[src/rtl/core/umc_pkg.sv]
// ----------------------------------------------------------------------------
// umc_pkg
// Shared types and constants for the motor command decoder: the command
// words, the result status carried between stages, and the duty scaling
// constants.
// ----------------------------------------------------------------------------
`default_nettype none

package umc_pkg;

    localparam int LINE_LIMIT_DEFAULT = 19;

    localparam logic [7:0] BYTE_NEWLINE = 8'd10;
    localparam logic [7:0] BYTE_NUL     = 8'd0;
    localparam logic [7:0] BYTE_ZERO    = 8'd48;
    localparam logic [7:0] BYTE_NINE    = 8'd57;

    localparam logic [6:0] SPEED_MAX   = 7'd99;
    localparam logic [6:0] SPEED_RESET = 7'd50;

    localparam logic [15:0] PERIOD_RESET = 16'd1875;

    // x / 100 == ((x >> 2) * DIV_RECIP) >> DIV_SHIFT for x below 2**23
    localparam int          DIV_SHIFT = 26;
    localparam logic [21:0] DIV_RECIP = 22'd2684355;

    localparam int WORD_COUNT = 3;
    localparam logic [1:0] WORD_ONE  = 2'd0;
    localparam logic [1:0] WORD_TWO  = 2'd1;
    localparam logic [1:0] WORD_STOP = 2'd2;

    localparam logic [127:0] TXT_ONE  = {"motor1", {10{8'h00}}};
    localparam logic [127:0] TXT_TWO  = {"motor2", {10{8'h00}}};
    // stop word, sixteen ASCII bytes, first byte in the top bits
    localparam logic [127:0] TXT_STOP = 128'h4F424A45_544F5F44_45544543_5441444F;

    typedef struct packed {
        logic       run_one;
        logic       run_two;
        logic       pin_one;
        logic       pin_two;
        logic [6:0] speed;
        logic       line_done;
    } motor_stat_t;

    function automatic logic [4:0] word_len(input logic [1:0] k);
        logic [4:0] n;
        begin
            case (k)
                WORD_ONE:  n = 5'd6;
                WORD_TWO:  n = 5'd6;
                WORD_STOP: n = 5'd16;
                default:   n = 5'd0;
            endcase
            return n;
        end
    endfunction

    function automatic logic [7:0] word_char(input logic [1:0] k, input logic [3:0] idx);
        logic [127:0] txt;
        begin
            case (k)
                WORD_ONE:  txt = TXT_ONE;
                WORD_TWO:  txt = TXT_TWO;
                WORD_STOP: txt = TXT_STOP;
                default:   txt = '0;
            endcase
            return txt[8*(4'd15 - idx) +: 8];
        end
    endfunction

endpackage

`default_nettype wire

[src/rtl/core/umc_line_parser.sv]
// ----------------------------------------------------------------------------
// umc_line_parser
// Collects bytes into lines, matches command words and leading digits,
// updates motor and speed state, and registers one status per item.
// ----------------------------------------------------------------------------
`default_nettype none

module umc_line_parser #(
    parameter int LINE_LIMIT = umc_pkg::LINE_LIMIT_DEFAULT
) (
    input  wire logic                clk,
    input  wire logic                rst_n,
    input  wire logic                rx_valid,
    output logic                     rx_stall,
    input  wire logic [7:0]          rx_byte,
    output logic                     stat_valid,
    input  wire logic                stat_stall,
    output umc_pkg::motor_stat_t     stat
);
    import umc_pkg::*;

    localparam int CW = $clog2(LINE_LIMIT + 1);

    logic [CW-1:0]         count_reg, count_next;
    logic [CW-1:0]         len_reg, len_next;
    logic                  ended_reg, ended_next;
    logic [WORD_COUNT-1:0] match_reg, match_next;
    logic                  numline_reg, numline_next;
    logic                  open_reg, open_next;
    logic [6:0]            sum_reg, sum_next;
    logic [6:0]            speed_reg, speed_next;
    logic [1:0]            run_reg, run_next;
    logic [1:0]            pin_reg, pin_next;
    logic                  done;
    logic                  digit;
    logic [9:0]            sum_ext;
    logic                  load;
    logic                  valid_reg, valid_next;
    motor_stat_t           stat_reg, stat_next;

    assign rx_stall = valid_reg && stat_stall;
    assign load     = rx_valid && !rx_stall;

    always_comb
    begin
        count_next   = count_reg;
        len_next     = len_reg;
        ended_next   = ended_reg;
        match_next   = match_reg;
        numline_next = numline_reg;
        open_next    = open_reg;
        sum_next     = sum_reg;
        speed_next   = speed_reg;
        run_next     = run_reg;
        sum_ext      = '0;
        digit        = (rx_byte >= BYTE_ZERO) && (rx_byte <= BYTE_NINE);
        done         = (rx_byte == BYTE_NEWLINE) || (count_reg >= CW'(LINE_LIMIT));

        if (!done)
        begin
            count_next = count_reg + 1'b1;
            if (!ended_reg)
            begin
                if (rx_byte == BYTE_NUL)
                begin
                    ended_next = 1'b1;
                    open_next  = 1'b0;
                end
                else
                begin
                    for (int k = 0; k < WORD_COUNT; k++)
                    begin
                        if ((len_reg >= CW'(word_len(2'(k))))
                            || (word_char(2'(k), len_reg[3:0]) != rx_byte))
                            match_next[k] = 1'b0;
                    end
                    if (len_reg == '0)
                    begin
                        numline_next = digit;
                        open_next    = digit;
                    end
                    else if (!digit)
                    begin
                        open_next = 1'b0;
                    end
                    if (open_next)
                    begin
                        sum_ext = {3'b000, sum_reg} * 10'd10 + {6'b000000, rx_byte[3:0]};
                        sum_next = (sum_ext > {3'b000, SPEED_MAX}) ? SPEED_MAX : sum_ext[6:0];
                    end
                    len_next = len_reg + 1'b1;
                end
            end
        end
        else
        begin
            if (match_reg[WORD_ONE] && (len_reg == CW'(word_len(WORD_ONE))))
                run_next = run_reg | 2'b01;
            else if (match_reg[WORD_TWO] && (len_reg == CW'(word_len(WORD_TWO))))
                run_next = run_reg | 2'b10;
            else if (match_reg[WORD_STOP] && (len_reg == CW'(word_len(WORD_STOP))))
                run_next = 2'b00;
            else if (numline_reg)
                speed_next = sum_reg;
            count_next   = '0;
            len_next     = '0;
            ended_next   = 1'b0;
            match_next   = '1;
            numline_next = 1'b0;
            open_next    = 1'b0;
            sum_next     = '0;
        end

        pin_next = pin_reg | run_next;

        stat_next.run_one   = run_next[0];
        stat_next.run_two   = run_next[1];
        stat_next.pin_one   = pin_next[0];
        stat_next.pin_two   = pin_next[1];
        stat_next.speed     = speed_next;
        stat_next.line_done = done;

        valid_next = load ? 1'b1 : (valid_reg && stat_stall);
    end

    always_ff @(posedge clk or negedge rst_n)
    begin
        if (!rst_n)
        begin
            count_reg   <= '0;
            len_reg     <= '0;
            ended_reg   <= 1'b0;
            match_reg   <= '1;
            numline_reg <= 1'b0;
            open_reg    <= 1'b0;
            sum_reg     <= '0;
            speed_reg   <= SPEED_RESET;
            run_reg     <= '0;
            pin_reg     <= '0;
            valid_reg   <= 1'b0;
        end
        else
        begin
            valid_reg <= valid_next;
            if (load)
            begin
                count_reg   <= count_next;
                len_reg     <= len_next;
                ended_reg   <= ended_next;
                match_reg   <= match_next;
                numline_reg <= numline_next;
                open_reg    <= open_next;
                sum_reg     <= sum_next;
                speed_reg   <= speed_next;
                run_reg     <= run_next;
                pin_reg     <= pin_next;
            end
        end
    end

    always_ff @(posedge clk)
    begin
        if (load)
            stat_reg <= stat_next;
    end

    assign stat_valid = valid_reg;
    assign stat       = stat_reg;

endmodule

`default_nettype wire

[src/rtl/core/umc_duty_scaler.sv]
// ----------------------------------------------------------------------------
// umc_duty_scaler
// Two-stage duty computation: speed times period, then division by 100
// through a reciprocal multiply. Holds the result register.
// ----------------------------------------------------------------------------
`default_nettype none

module umc_duty_scaler (
    input  wire logic                 clk,
    input  wire logic                 rst_n,
    input  wire logic                 stat_valid,
    output logic                      stat_stall,
    input  wire umc_pkg::motor_stat_t stat,
    input  wire logic [15:0]          pwm_period,
    output logic                      res_valid,
    input  wire logic                 res_stall,
    output logic                      motor_one_on,
    output logic                      motor_two_on,
    output logic                      dir_one_high,
    output logic                      dir_two_high,
    output logic [6:0]                speed_now,
    output logic [15:0]               duty_one,
    output logic [15:0]               duty_two,
    output logic                      line_done
);
    import umc_pkg::*;

    logic        mid_valid_reg;
    motor_stat_t mid_stat_reg;
    logic [22:0] prod_reg;
    logic        out_valid_reg;
    motor_stat_t out_stat_reg;
    logic [15:0] duty_reg;
    logic        out_ready;
    logic        mid_ready;
    logic        mid_load;
    logic        out_load;
    logic [42:0] recip_prod;

    assign out_ready  = !out_valid_reg || !res_stall;
    assign mid_ready  = !mid_valid_reg || out_ready;
    assign stat_stall = !mid_ready;
    assign mid_load   = stat_valid && mid_ready;
    assign out_load   = mid_valid_reg && out_ready;

    assign recip_prod = {1'b0, prod_reg[22:2]} * {21'd0, DIV_RECIP};

    always_ff @(posedge clk or negedge rst_n)
    begin
        if (!rst_n)
        begin
            mid_valid_reg <= 1'b0;
            out_valid_reg <= 1'b0;
        end
        else
        begin
            if (mid_ready)
                mid_valid_reg <= stat_valid;
            if (out_ready)
                out_valid_reg <= mid_valid_reg;
        end
    end

    always_ff @(posedge clk)
    begin
        if (mid_load)
        begin
            mid_stat_reg <= stat;
            prod_reg     <= {16'd0, stat.speed} * {7'd0, pwm_period};
        end
        if (out_load)
        begin
            out_stat_reg <= mid_stat_reg;
            duty_reg     <= recip_prod[DIV_SHIFT +: 16];
        end
    end

    assign res_valid    = out_valid_reg;
    assign motor_one_on = out_stat_reg.run_one;
    assign motor_two_on = out_stat_reg.run_two;
    assign dir_one_high = out_stat_reg.pin_one;
    assign dir_two_high = out_stat_reg.pin_two;
    assign speed_now    = out_stat_reg.speed;
    assign duty_one     = out_stat_reg.run_one ? duty_reg : 16'd0;
    assign duty_two     = out_stat_reg.run_two ? duty_reg : 16'd0;
    assign line_done    = out_stat_reg.line_done;

endmodule

`default_nettype wire

[src/rtl/core/uart_motor_command_decoder.sv]
// Path: a byte accepted at the input passes through the parser, product and
// duty registers, in that order, before its result is on the output.
// Throughput: one byte per cycle; a held result register stalls the input in
// the same cycle once all three stages are full.
// Reset: asynchronous, active low; clears the line, stops both motors,
// clears the direction pins, sets speed to 50 and the period to 1875.
// ----------------------------------------------------------------------------
// uart_motor_command_decoder
// Decodes serial command lines into motor enables, direction pins, speed
// and PWM compare counts.
// ----------------------------------------------------------------------------
`default_nettype none

module uart_motor_command_decoder #(
    parameter int LINE_LIMIT = umc_pkg::LINE_LIMIT_DEFAULT
) (
    input  wire logic        clk,
    input  wire logic        rst_n,
    input  wire logic        cfg_wr_en,
    input  wire logic [15:0] cfg_wr_data,
    input  wire logic        rx_valid,
    output logic             rx_stall,
    input  wire logic [7:0]  rx_byte,
    output logic             res_valid,
    input  wire logic        res_stall,
    output logic             motor_one_on,
    output logic             motor_two_on,
    output logic             dir_one_high,
    output logic             dir_two_high,
    output logic [6:0]       speed_now,
    output logic [15:0]      duty_one,
    output logic [15:0]      duty_two,
    output logic             line_done
);
    import umc_pkg::*;

    logic [15:0] pwm_period_reg;
    logic        stat_valid;
    logic        stat_stall;
    motor_stat_t stat;

    always_ff @(posedge clk or negedge rst_n)
    begin
        if (!rst_n)
            pwm_period_reg <= PERIOD_RESET;
        else if (cfg_wr_en)
            pwm_period_reg <= cfg_wr_data;
    end

    umc_line_parser #(
        .LINE_LIMIT(LINE_LIMIT)
    ) u_parser (
        .clk       (clk),
        .rst_n     (rst_n),
        .rx_valid  (rx_valid),
        .rx_stall  (rx_stall),
        .rx_byte   (rx_byte),
        .stat_valid(stat_valid),
        .stat_stall(stat_stall),
        .stat      (stat)
    );

    umc_duty_scaler u_scaler (
        .clk         (clk),
        .rst_n       (rst_n),
        .stat_valid  (stat_valid),
        .stat_stall  (stat_stall),
        .stat        (stat),
        .pwm_period  (pwm_period_reg),
        .res_valid   (res_valid),
        .res_stall   (res_stall),
        .motor_one_on(motor_one_on),
        .motor_two_on(motor_two_on),
        .dir_one_high(dir_one_high),
        .dir_two_high(dir_two_high),
        .speed_now   (speed_now),
        .duty_one    (duty_one),
        .duty_two    (duty_two),
        .line_done   (line_done)
    );

endmodule

`default_nettype wire

[config.mk]
export PLATFORM = sky130hd
export DESIGN_NAME = uart_motor_command_decoder
export DESIGN_NICKNAME = d
export VERILOG_FILES = /design/src/rtl/core/umc_pkg.sv /design/src/rtl/core/umc_line_parser.sv /design/src/rtl/core/umc_duty_scaler.sv /design/src/rtl/core/uart_motor_command_decoder.sv
export SDC_FILE = /design/constraint.sdc
export NUM_CORES = 1
export LEC_CHECK = 0
export ABC_AREA = 1
export BUFFER_PORTS_ARGS = -buffer_cell sky130_fd_sc_hd__buf_2
export CORE_UTILIZATION = 41
export CTS_CLUSTER_SIZE = 8
export DETAILED_ROUTE_END_ITERATION = 16
export SLEW_MARGIN = 30
export SYNTH_ARGS = -nofsm -noshare
export SYNTH_HDL_FRONTEND = slang
export SYNTH_HIERARCHICAL = 1
export SYNTH_SLANG_ARGS = --single-unit
[constraint.sdc]
create_clock -name clk -period 6.8 [get_ports clk]
set_input_delay 0.68 -clock clk [delete_from_list [all_inputs] [get_ports clk]]
set_output_delay 0.68 -clock clk [all_outputs]
set_load 0.01 [all_outputs]
==> flow_summary.json, run 1 <==
{
  "ys_seq_area_share_pct": 19.0,
  "dp_hpwl_um": 39700,
  "crit_family": "adder cells",
  "routed_wl_um": 46100,
  "ys_ff_latch": 126,
  "dieArea_um2": 46300,
  "ys.flop_type": "edfxtp_1",
  "cts-root-buf": "clkbuf_16",
  "fp-row-count": 77,
  "grt_pass1_vias": 15200,
  "synthArstFlopShare_pct": 42.1,
  "drt-wirelength-per-cell_um": 15.3,
  "cts_buffer_depth": 2,
  "synth_compound_area_share_pct": 3.53,
  "die_w_um": 215,
  "status": "finished, final reports clean",
  "hold_viol_final": 0,
  "report.final.slew_viol_count": 0,
  "start_kind": "register",
  "synthXorXnorAreaFrac_pct": 1.13,
  "fmax_mhz": 167,
  "grt.overflow.total": 0,
  "nets": 2919,
  "finalCritPeriodShare_pct": 88.1,
  "syn_inst": 2327,
  "syn2layout_area_growth_pct": 8.46,
  "final_cell_mix": "618 x nand2_1, 586 x inv_1, 265 x ha_1",
  "htree_levels": 4,
  "worstPathCellList": "fa_1 > inv_1 > fa_1 > inv_1 > fa_1 > fa_1 > fa_1 > inv_1 > fa_1 > inv_1 > ha_1 > ha_1 > nand2_1 > nand2_1 > nand2_1 > nand2_1 > a21oi_1 > nor2_1 > nor2_1 > nand2_1 > nand2_1 > nand2_1",
  "drc": 0,
  "die_y_um": 215,
  "ioPinCount": 75,
  "tightest_slew_ps": 890,
  "port_buffers": 74,
  "antenna_found_initial": 1,
  "grt_pass1_wl_um": 77600,
  "hold_class": "primary input to asynchronous set/reset pin",
  "grt_max_degree": 54,
  "worst_path_most_repeated_cell": "nand2_1",
  "cts_tree": "yes",
  "setup_viol": 0,
  "drive_gt1_share_pct": 7.42,
  "utilization_pct": 45.4,
  "drt_iter0_markers": 814,
  "cp_num_buf_inv": 4,
  "max_stage_delay_ps": 700,
  "dr.pass1.iters": 5,
  "rsz0062_at_grt": "no",
  "max-cap-violations": 0,
  "track_usage_pct": 21.3,
  "place_congestion": 0.970,
  "netlist_area_um2": 18600,
  "path_class": "register to register",
  "synth_edf_count": 73,
  "cts.sinks": 126,
  "hold_ws_ps": 347,
  "setup-tns-final_ps": 0,
  "cts_buffers": 17,
  "critical_path_required_ps": 7000,
  "largest_register_ffs": 21,
  "crit_path_top_delay_cell": "fa_1",
  "insertion_delay_ps": 440,
  "synth_fp_nets": 2847,
  "post_cts_buffers": 0,
  "finClkSkew_ps": 8.49,
  "critical_path_arrival_ps": 6190,
  "worstSetupEndpointType": "register",
  "slew_headroom_pct": 40.6,
  "vias": 14500,
  "synthAdderAreaFrac_pct": 42.1,
  "clkTransAtPathRegs_ps": 60,
  "vias_per_cell": 4.81,
  "ys_types": 46,
  "ctsHoldBuffers": 0,
  "ant_nets": 0,
  "synth_area_per_cell_um2": 8.00,
  "final.min_clock_period_ps": 5990,
  "synth_top_family_by_area": "adder cells",
  "start_util_pct": 41.8,
  "yosys_warnings": 6,
  "crit_fanout": 7,
  "ctsResizeCount": 0,
  "synthSimpleGateAreaFrac_pct": 21.5,
  "core_um2": 44500,
  "mostFrequentLayoutCell": "nand2_1",
  "synth_mux_area_share_pct": 0
}
==> stage by stage <==
stage	setup slack, ps	instance area, um2	std cells
after floorplan	1300	18600	2327
after CTS	767	20200	3004
after detailed placement	798	19600	2972
after global placement	764	19600	2971
after global routing	441	20200	3004
final	811	20200	3005
==> per-layer routing <==
metal	GRT usage (%)	wire [um]	vias to the layer above
li1	-	-	7195
met1	28.0	20900	6930
met2	36.0	21800	292
met3	3.96	2450	47
met4	5.22	881	0
met5	0	0	-
==> worst paths after layout <==
kind	from	endpoint	slack [ps]	cells past startpoint
max	u_scaler/prod_reg[14]$_DFFE_PP_	u_scaler/duty_reg[11]$_DFFE_PP_	810	22
min	rst_n	u_parser/sum_reg[1]$_DFFE_PN0P_	350	2
max reg2reg	u_scaler/prod_reg[14]$_DFFE_PP_	u_scaler/duty_reg[11]$_DFFE_PP_	810	22
min reg2reg	u_parser/stat[8]$_DFFE_PP_	u_scaler/mid_stat_reg[8]$_DFFE_PP_	410	0
max in group asynchronous	rst_n	pwm_period_reg[7]$_DFFE_PN0P_	5980	2
min in group clk	u_parser/stat[8]$_DFFE_PP_	u_scaler/mid_stat_reg[8]$_DFFE_PP_	410	0
==> cells in the mapped netlist, types with 2 or more instances <==
cell	instances	area share, %
nand2_1	618	12
inv_1	586	12
ha_1	265	18
fa_1	226	24
nor2_1	122	2.5
nand3_1	102	2.7
edfxtp_1	73	12
a21oi_1	54	1.5
dfrtp_1	40	5.4
o21ai_0	37	0.99
nand4_1	20	0.67
nand2_2	19	0.64
xor2_1	18	0.85
clkbuf_1	17	0.34
nor3_1	16	0.43
dfstp_2	13	1.8
nor2_2	13	0.44
o21bai_1	9	0.36
and2_1	8	0.27
nand3b_1	8	0.32
inv_2	7	0.14
nor2_4	6	0.36
o21ai_1	6	0.16
xnor2_1	6	0.28
a21o_1	5	0.20
buf_6	3	0.18
nand2_4	3	0.18
nor4_1	3	0.10
or2_2	3	0.10
buf_2	2	0.054
nand3_2	2	0.11
o211ai_1	2	0.081
o22ai_1	2	0.067
==> worst reg2reg max path: stages, from the launching register on <==
cell	delay, ps
edfxtp_1	600
fa_1	710
inv_1	80
fa_1	500
inv_1	50
fa_1	460
fa_1	520
fa_1	540
inv_1	50
fa_1	520
inv_1	40
ha_1	290
ha_1	410
nand2_1	90
nand2_1	80
nand2_1	70
nand2_1	80
a21oi_1	260
nor2_1	90
nor2_1	140
nand2_1	70
nand2_1	50
nand2_1	40
==> layout make-up <==
class                   count  area [um2]
flip-flops and latches    126        3530
repair buffers             77         400
inverters                 595        2240
well taps                 592         741
multi-input cells        1582       12700
diodes                      1        2.50
clock buffers              19         454
fillers                  4524       24300
clock inverters            13         100
==> cell families after synthesis <==
family,count (synthesis)
AO/OA/AOI/OAI,120
flip-flops,126
XOR/XNOR,24
AND/OR/NAND/NOR,947
buffers and inverters,619
adder cells (fa/ha/maj),491
Power of run 1 is not shown: default switching activity piles up to over one toggle a cycle in this logic, so the estimate is an artifact.
==> run 2, diff against run 1 <==
SYNTH_HIERARCHICAL = default   (was 1)
==> flow_summary.json, run 2 <==
{
  "yosys_warnings": 0,
  "setup-tns-final_ps": 0,
  "synth_fp_nets": 2622,
  "drt_iter0_markers": 785,
  "largest_register_ffs": 21,
  "tightest_slew_ps": 725,
  "utilization_pct": 45.2,
  "fin_ws_ps": 658,
  "rsz0062_at_grt": "no",
  "clkTransAtPathRegs_ps": 60,
  "port_buffers": 74,
  "nets": 2681,
  "report.final.slew_viol_count": 0,
  "yosys.area.top_type": "fa_1",
  "cts-root-buf": "clkbuf_16",
  "die_y_um": 211,
  "synth_area_per_cell_um2": 8.53,
  "insertion_delay_ps": 480,
  "crit_fanout": 7,
  "core_um2": 43200,
  "ioPinCount": 75,
  "post_cts_buffers": 0,
  "dp_hpwl_um": 38900,
  "start_kind": "register",
  "die_w_um": 211,
  "worstSetupEndpointType": "register",
  "antenna_found_initial": 0,
  "preCtsSetupSlack_ps": 678,
  "place_congestion": 0.982,
  "critical_path_required_ps": 7020,
  "grt_pass1_vias": 13800,
  "start_util_pct": 41.6,
  "vias": 13600,
  "diodes": 0,
  "routed_wl_um": 44600,
  "status": "finished, final reports clean",
  "synth_most_common_cell": "inv_1",
  "dr.pass1.iters": 5,
  "ctsResizeCount": 0,
  "drive_gt1_share_pct": 8.13,
  "synth_edf_count": 73,
  "vias_per_cell": 4.94,
  "ant_nets": 0,
  "max-cap-violations": 0,
  "fp-row-count": 76,
  "grt.overflow.total": 0,
  "htree_levels": 4,
  "grt_pass1_wl_um": 72700,
  "grt_max_degree": 54,
  "final_cell_mix": "492 x inv_1, 442 x nand2_1, 263 x ha_1",
  "synth.top_cell.area_share_pct": 25.2,
  "hold_class": "primary input to asynchronous set/reset pin",
  "cts_buffers": 17,
  "ys_seq_area_share_pct": 19.7,
  "setup_viol": 0,
  "cts_buffer_depth": 2,
  "synth_commonest_cells": "492 x inv_1, 442 x nand2_1, 263 x ha_1",
  "netlist_area_um2": 17900,
  "dieArea_um2": 44600,
  "cts.sinks": 126,
  "syn2layout_area_growth_pct": 8.80,
  "synthTopCellsByArea": "fa_1 25%, ha_1 18%, edfxtp_1 12%",
  "fin_area_um2": 19500,
  "drc": 0,
  "place_area_um2": 18900,
  "finClkSkew_ps": 21.9,
  "track_usage_pct": 21.2,
  "ys_ff_latch": 126,
  "path_class": "register to register",
  "synthArstFlopShare_pct": 42.1,
  "drt-wirelength-per-cell_um": 16.2,
  "hold_viol_final": 0,
  "slew_headroom_pct": 51.7,
  "finalCritPeriodShare_pct": 90.3,
  "ctsHoldBuffers": 0,
  "mostFrequentLayoutCell": "inv_1",
  "syn_inst": 2104,
  "ys_types": 43,
  "ys.flop_type": "edfxtp_1",
  "cts_tree": "yes",
  "critical_path_arrival_ps": 6360,
  "fmax_mhz": 163,
  "final.min_clock_period_ps": 6140
}
[run 2: cell count changes after synthesis, sizes merged, moves of 6 or more]
cell and change:
nand2 -191, mux2 +16, nand3 -25, xor2 +11
inv -100, or2 +6, and2 -7, nor2 -15
o21ai +21, clkbuf +15, a21oi +21, nand4 +13
[run 2: path summary, 6_finish.rpt]
check | from | slack [ps] | endpoint | cells past startpoint
worst max-delay path | u_scaler.prod_reg[6]$_DFFE_PP_ | 660 | u_scaler.duty_reg[15]$_DFFE_PP_ | 19
worst min-delay path | rst_n | 330 | pwm_period_reg[12]$_DFFE_PN0P_ | 2
worst max register to register | u_scaler.prod_reg[6]$_DFFE_PP_ | 660 | u_scaler.duty_reg[15]$_DFFE_PP_ | 19
worst min register to register | u_parser.stat[11]$_DFFE_PP_ | 400 | u_scaler.mid_stat_reg[11]$_DFFE_PP_ | 0
max in group asynchronous | rst_n | 5990 | u_scaler.res_valid$_DFFE_PN0P_ | 2
min in group clk | u_parser.stat[11]$_DFFE_PP_ | 400 | u_scaler.mid_stat_reg[11]$_DFFE_PP_ | 0
[run 2: cell families (layout without fill, tap and decap cells)]
| family | Yosys count | count (layout) | synth area share (%) |
|---|---|---|---|
| DFF | 126 | 126 | 19.7 |
| buffers and inverters | 532 | 604 | 11.3 |
| muxes | 16 | 16 | 1.00 |
| and+or+nand+nor | 730 | 730 | 17.3 |
| xor gates and xnor gates | 37 | 37 | 1.81 |
| AOI/OAI and AO/OA | 174 | 174 | 5.43 |
| adders and majority gates | 489 | 489 | 43.5 |
[run 2: critical path, cell delays in order, from the launching register on]
cell      delay (ps)
edfxtp_1         560
inv_1            180
fa_1             590
fa_1             450
fa_1             550
fa_1             440
fa_1             490
inv_1             60
fa_1             530
inv_1             50
fa_1             530
inv_1             40
ha_1             320
nand2_1          110
nor2_1           210
nand2_1          140
nor4_1           300
nand3_1          160
nand4_1          120
nand2_1           60
[run 2: routing by layer]
metal / GRT usage [%] / part of all wire [%]
met1: 28.2 / 46
met2: 35.6 / 49
met3: 3.29 / 3.9
met4: 6.25 / 1.6
met5: 0 / 0
[run 2: layout make-up]
class                      count  area [um2]
clock buffer                  18         439
clock inverter                14         180
fill                        4324       23600
inverter                     495        1860
multi-input combinational   1446       12400
sequential                   126        3530
tap                          585         732
timing repair buffer          77         393
[run 2: per-stage QoR]
stage	hold slack, ps	cells
floorplan	384	2104
global placement	406	2729
detailed placement	406	2729
CTS	337	2761
global route	371	2761
finish	330	2761
Power of run 2 is left out for the same reason.
